==> config.mk <==
export PLATFORM = sky130hd
export DESIGN_NAME = rgb_to_hsv_conversion
export DESIGN_NICKNAME = d
export VERILOG_FILES = /design/src/rtl/rhsv_pkg.sv /design/src/rtl/rhsv_prep.sv /design/src/rtl/rhsv_div_cell.sv /design/src/rtl/rhsv_post.sv /design/src/rtl/rgb_to_hsv_conversion.sv
export SDC_FILE = /design/constraint.sdc
export NUM_CORES = 2
export LEC_CHECK = 0
export ABC_AREA = 1
export BUFFER_PORTS_ARGS = -buffer_cell sky130_fd_sc_hd__buf_4
export CORE_UTILIZATION = 45
export CTS_BUF_LIST = sky130_fd_sc_hd__clkbuf_2 sky130_fd_sc_hd__clkbuf_4 sky130_fd_sc_hd__clkbuf_8
export CTS_CLUSTER_SIZE = 16
export DETAILED_ROUTE_END_ITERATION = 8
export PLACE_DENSITY = 0.63
export SYNTH_ARGS = -nofsm -noshare
export SYNTH_HDL_FRONTEND = slang
export SYNTH_HIERARCHICAL = 1
export SYNTH_SLANG_ARGS = --single-unit
==> constraint.sdc <==
create_clock -name clk -period 20.9 [get_ports clk]
set_input_delay 1.045 -clock clk [delete_from_list [all_inputs] [get_ports clk]]
set_output_delay 1.045 -clock clk [all_outputs]
set_load 0.01 [all_outputs]
==> src/rtl/rhsv_pkg.sv <==
`timescale 1ns / 1ps
// ----------------------------------------------------------------------------
// rhsv_pkg
// Shared types and constants for the RGB to HSV converter.
// ----------------------------------------------------------------------------
package rhsv_pkg;

  localparam int unsigned CHAN_W   = 8;
  localparam int unsigned HUE_W    = 13;
  localparam int unsigned QUO_W    = 10;   // hue quotient reaches 960
  localparam int unsigned REM_W    = 18;   // 960*255 + 254 fits in 18 bits
  localparam int unsigned NUM_CELLS = QUO_W;

  localparam logic [HUE_W-1:0] HUE_SEXTANT = 13'd960;
  localparam logic [HUE_W-1:0] HUE_FULL    = 13'd5760;

  typedef struct packed {
    logic [CHAN_W-1:0] red_in;
    logic [CHAN_W-1:0] green_in;
    logic [CHAN_W-1:0] blue_in;
  } pixel_t;

  typedef struct packed {
    logic [HUE_W-1:0]  hue_out;
    logic [CHAN_W-1:0] sat_out;
    logic [CHAN_W-1:0] val_out;
  } hsv_t;

  // Everything that travels down the divider chain for one request.
  typedef struct packed {
    logic              valid;
    logic [REM_W-1:0]  hue_rem;
    logic [CHAN_W-1:0] hue_div;
    logic [QUO_W-1:0]  hue_quo;
    logic [REM_W-1:0]  sat_rem;
    logic [CHAN_W-1:0] sat_div;
    logic [QUO_W-1:0]  sat_quo;
    logic [HUE_W-1:0]  hue_base;
    logic              hue_neg;
    logic [CHAN_W-1:0] val;
  } stage_t;

endpackage

==> src/rtl/rhsv_prep.sv <==
`timescale 1ns / 1ps
// ----------------------------------------------------------------------------
// rhsv_prep
// Finds max, min and chroma and forms the numerators for both divisions.
// ----------------------------------------------------------------------------
module rhsv_prep (
  input  logic            clk,
  input  logic            rst_n,
  input  logic            req_valid,
  input  rhsv_pkg::pixel_t req_pixel,
  output rhsv_pkg::stage_t stage_o
);
  import rhsv_pkg::*;

  logic [CHAN_W-1:0] r, g, b, mx, mn, c, pos, neg, d;
  logic              red_max, green_max, is_neg;
  logic [HUE_W-1:0]  base;
  stage_t            stage_r, stage_nxt;

  always_comb begin
    r = req_pixel.red_in;
    g = req_pixel.green_in;
    b = req_pixel.blue_in;
    red_max   = (r >= g) && (r >= b);
    green_max = !red_max && (g >= b);
    mx = red_max ? r : (green_max ? g : b);
    mn = (r <= g) ? ((r <= b) ? r : b) : ((g <= b) ? g : b);
    c  = mx - mn;

    if (red_max) begin
      pos  = g;
      neg  = b;
      base = (b > g) ? HUE_FULL : '0;
    end else if (green_max) begin
      pos  = b;
      neg  = r;
      base = HUE_SEXTANT << 1;
    end else begin
      pos  = r;
      neg  = g;
      base = HUE_SEXTANT << 2;
    end
    is_neg = neg > pos;
    d      = is_neg ? (neg - pos) : (pos - neg);

    stage_nxt.valid    = req_valid;
    stage_nxt.hue_base = (c == '0) ? '0 : base;
    stage_nxt.hue_neg  = (c != '0) && is_neg;
    stage_nxt.val      = mx;
    stage_nxt.hue_quo  = '0;
    stage_nxt.sat_quo  = '0;
    // A negative offset needs the ceiling: bias the numerator by c - 1.
    if (c == '0) begin
      stage_nxt.hue_rem = '0;
      stage_nxt.hue_div = CHAN_W'(1);
    end else begin
      stage_nxt.hue_rem = REM_W'(d) * REM_W'(HUE_SEXTANT)
                        + (is_neg ? REM_W'(c - CHAN_W'(1)) : '0);
      stage_nxt.hue_div = c;
    end
    if (mx == '0) begin
      stage_nxt.sat_rem = '0;
      stage_nxt.sat_div = CHAN_W'(1);
    end else begin
      stage_nxt.sat_rem = REM_W'(c) * REM_W'(255);
      stage_nxt.sat_div = mx;
    end
  end

  always_ff @(posedge clk) begin
    if (!rst_n) begin
      stage_r <= '0;
    end else begin
      stage_r <= stage_nxt;
    end
  end

  assign stage_o = stage_r;
endmodule

==> src/rtl/rhsv_div_cell.sv <==
`timescale 1ns / 1ps
// ----------------------------------------------------------------------------
// rhsv_div_cell
// One restoring-division step: settles one quotient bit of hue and saturation.
// ----------------------------------------------------------------------------
module rhsv_div_cell #(
  parameter int unsigned BIT = 0
) (
  input  logic             clk,
  input  logic             rst_n,
  input  rhsv_pkg::stage_t stage_i,
  output rhsv_pkg::stage_t stage_o
);
  import rhsv_pkg::*;

  logic [REM_W:0] hue_trial, sat_trial;
  stage_t         stage_r, stage_nxt;

  always_comb begin
    hue_trial = {1'b0, stage_i.hue_rem} - ((REM_W+1)'(stage_i.hue_div) << BIT);
    sat_trial = {1'b0, stage_i.sat_rem} - ((REM_W+1)'(stage_i.sat_div) << BIT);
    stage_nxt = stage_i;
    if (!hue_trial[REM_W]) begin
      stage_nxt.hue_rem      = hue_trial[REM_W-1:0];
      stage_nxt.hue_quo[BIT] = 1'b1;
    end
    if (!sat_trial[REM_W]) begin
      stage_nxt.sat_rem      = sat_trial[REM_W-1:0];
      stage_nxt.sat_quo[BIT] = 1'b1;
    end
  end

  always_ff @(posedge clk) begin
    if (!rst_n) begin
      stage_r <= '0;
    end else begin
      stage_r <= stage_nxt;
    end
  end

  assign stage_o = stage_r;
endmodule

==> src/rtl/rhsv_post.sv <==
`timescale 1ns / 1ps
// ----------------------------------------------------------------------------
// rhsv_post
// Applies the sextant base to the hue quotient and registers the result.
// ----------------------------------------------------------------------------
module rhsv_post (
  input  logic             clk,
  input  logic             rst_n,
  input  rhsv_pkg::stage_t stage_i,
  output logic             res_valid,
  output rhsv_pkg::hsv_t   res_data
);
  import rhsv_pkg::*;

  logic valid_r;
  hsv_t data_r, data_nxt;

  always_comb begin
    if (stage_i.hue_neg) begin
      data_nxt.hue_out = stage_i.hue_base - HUE_W'(stage_i.hue_quo);
    end else begin
      data_nxt.hue_out = stage_i.hue_base + HUE_W'(stage_i.hue_quo);
    end
    data_nxt.sat_out = stage_i.sat_quo[CHAN_W-1:0];
    data_nxt.val_out = stage_i.val;
  end

  always_ff @(posedge clk) begin
    data_r <= data_nxt;
    if (!rst_n) begin
      valid_r <= 1'b0;
    end else begin
      valid_r <= stage_i.valid;
    end
  end

  assign res_valid = valid_r;
  assign res_data  = data_r;
endmodule

==> src/rtl/rgb_to_hsv_conversion.sv <==
`timescale 1ns / 1ps
// ----------------------------------------------------------------------------
// rgb_to_hsv_conversion
// Fully pipelined 8-bit RGB to HSV converter.
// ----------------------------------------------------------------------------
// The block takes one pixel request in every clock cycle and never raises
// busy. Each request gives exactly one result, shown on out_data with
// out_valid high for a single cycle. A registered front stage forms max,
// min, chroma and the two numerators, a row of registered division cells,
// one per quotient bit, settles one bit of hue and saturation in each cell,
// and a final register stage adds the hue sextant base. The receiver
// cannot stall, so a result must be taken in the cycle it appears; results
// leave in request order. Hue is in sixteenths of a degree (0 to 5759),
// saturation is floor(255 * chroma / max), and value is the largest channel.
// Ties for the largest channel go to red, then green, then blue. A grey
// pixel reads hue zero, and a black pixel also reads saturation zero.
// ----------------------------------------------------------------------------
module rgb_to_hsv_conversion (
  input  logic             clk,
  input  logic             rst_n,
  input  logic             start,
  output logic             busy,
  input  rhsv_pkg::pixel_t in_data,
  output logic             out_valid,
  output rhsv_pkg::hsv_t   out_data
);
  import rhsv_pkg::*;

  // Chain links: link[0] leaves the front stage, link[NUM_CELLS] the last cell.
  stage_t link [NUM_CELLS+1];

  // The pipeline advances every cycle, so a request is always welcome.
  assign busy = 1'b0;

  rhsv_prep u_prep (
    .clk       (clk),
    .rst_n     (rst_n),
    .req_valid (start),
    .req_pixel (in_data),
    .stage_o   (link[0])
  );

  // The first cell tests the most significant quotient bit.
  for (genvar i = 0; i < NUM_CELLS; i++) begin : g_cell
    rhsv_div_cell #(
      .BIT (NUM_CELLS - 1 - i)
    ) u_cell (
      .clk     (clk),
      .rst_n   (rst_n),
      .stage_i (link[i]),
      .stage_o (link[i+1])
    );
  end

  rhsv_post u_post (
    .clk       (clk),
    .rst_n     (rst_n),
    .stage_i   (link[NUM_CELLS]),
    .res_valid (out_valid),
    .res_data  (out_data)
  );
endmodule

==> impl_metrics.json <==
{
  "cts_hold_buf": 0,
  "first_pass_iters": 5,
  "syn_area_sq_um": 47270,
  "cts.root.buffer_cell": "clkbuf_8",
  "fp-row-count": 118,
  "cts_htree_levels": 4,
  "grt_pass1_wl_mm": 157.9,
  "crit_end": "u_prep/stage_o[93]$_SDFF_PP0_",
  "gp_congestion": 0.8967,
  "final-hold-violation-count": 0,
  "cp_max_fo": 51,
  "cts_tree": "built",
  "max_freq_mhz": 113.4,
  "status": "finished clean",
  "cts.path.max_buffers": 3,
  "pin_count": 58,
  "slowest_delay_ps": 830,
  "cts_made_buffers": 161,
  "drc_errors": 0,
  "clk_latency_ps": 840,
  "cp-start-kind": "input pin",
  "crit_required_ps": 21600,
  "min_from": "g_cell[9].u_cell/stage_o[23]$_SDFF_PN0_",
  "drive_gt1_share_pct": 8.979,
  "antenna_left": 0,
  "timing.slew.headroom_pct": 33.15,
  "dr_total_vias": 35680,
  "drt_iter0_markers": 1778,
  "r2r_end": "g_cell[5].u_cell/stage_o[62]$_SDFF_PN0_",
  "worst_pin_slew_ps": 1003,
  "hold_class": "register to register",
  "finClkSkew_ps": 56.34,
  "critPathLaunch": "in_data[9]",
  "antenna_found_initial": 1,
  "path_class": "input pin to register",
  "cp-end-kind": "register",
  "fin_crit_ps": 8821,
  "synthCells": 6503,
  "grt_pass1_vias": 34310,
  "postCtsSetupBuffers": 0,
  "postRouteWirelength_mm": 93.75,
  "syn2layout_area_growth_pct": 10.60,
  "clkSinkCount": 973,
  "clk_pin_slew_ps": 50,
  "grt.overflow.total": 0,
  "setup_viol": 0,
  "via_per_inst": 4.407,
  "portBuffers": 56,
  "grt_max_degree": 193,
  "post-route-period-util_pct": 42.21,
  "cp_common_cell": "nand2_1",
  "slew_violations": 0,
  "rsz0062_at_grt": "false",
  "r2r_start": "g_cell[4].u_cell/stage_o[71]$_SDFF_PN0_",
  "slowest_stage": "ha_1",
  "hpwl_mm": 70.88,
  "die_h_um": 326.1,
  "cp.arrival_ps": 9520,
  "die_x_um": 326.1,
  "regToRegSetupSlack_ps": 18460,
  "coreArea_sq_um": 103800,
  "grt_usage_pct": 17.71,
  "drv_cap": 0,
  "nets": 6973,
  "wl_per_cell_um": 11.58,
  "synth_warnings": 6,
  "postSynthAreaPerCell_sq_um": 7.269,
  "initial_core_util_pct": 45.55,
  "fin_setup_tns_ps": 0,
  "die_area_sq_um": 106400,
  "reg2reg_depth": 10,
  "post_cts_resized": 0
}
flip-flops by register name, indices dropped and copies added, names as in the netlist:
signal	flops
g_cell.u_cell/stage_o	878
u_post/res_data	29
u_post/res_valid	1
u_prep/stage_o	65
layer usage:
layer  share of wire (%)  vias up  global-route usage [%]  wire length [um]
met5                   0        -                       0                 0
met4                 3.8        0                   8.420              3552
met3                 3.0      212                   2.959              2826
met2                  48      490                   31.02             45060
met1                  45    15540                   20.95             42310
li1                    -    19450                       -                 -
layout by cell type, fill, tap and decap left out, drive strengths merged, types with 4 or more instances in the layout:
master  count
and2        4
o21bai      8
buf        66
inv      1479
nand3     306
nor2      669
o221ai      4
nand4      56
a21oi     188
conb       28
nand2    1892
xnor2      52
a31oi       5
xor2       74
o21ai     145
dfxtp     973
clkbuf    248
nor3       25
nand3b     40
clkinv     24
bufinv      8
o21a        4
a21o        9
ha        293
fa         66
o211ai     19
or2        13
through the flow:
| step | area, sq um | setup slack (ps) | instances | utilization (%) | hold slack, ps |
|---|---|---|---|---|---|
| 6_report | 52280 | 12080 | 8097 | 50.37 | 325.7 |
| 5_1_grt | 52280 | 11200 | 8097 | 50.37 | 329.7 |
| 4_1_cts | 52280 | 12140 | 8096 | 50.37 | 325.3 |
| 3_5_place_dp | 48590 | 11260 | 7804 | 46.82 | 312.1 |
| 3_3_place_gp | 48590 | 11340 | 7804 | 46.82 | 311.1 |
| 2_1_floorplan | 47370 | 12540 | 6529 | - | 309.6 |
area by class of cell:
type	count	area, sq um
fillers	10300	51510
well taps	1380	1727
repair buffers	66	515.5
inverters	1469	5525
clock inverters	44	563.0
diodes	1	2.502
multi-input cells	3916	21350
flip-flops and latches	973	19480
clock buffers	248	3126
critical path, delay by kind of cell:
family                   cells  cell delay [ps]
AO/OA/AOI/OAI               10             1380
adder cells (fa/ha/maj)      7             3020
AND/OR/NAND/NOR             21             2280
buffers and inverters        8             1250
XOR/XNOR                     2              530
worst min-delay path by stage:
stage,endpoint,cells after the start
final,u_post/res_data[9]$_DFF_P_,0
after floorplan,u_post/res_data[0]$_DFF_P_,0
after detailed placement,u_post/res_data[9]$_DFF_P_,0
after CTS,u_post/res_data[9]$_DFF_P_,0
after global placement,u_post/res_data[8]$_DFF_P_,0
after global routing,u_post/res_data[5]$_DFF_P_,0
Power is left out: the tool's default activity adds up to more than one toggle a clock period on the data nets, which glitch-free logic cannot reach.
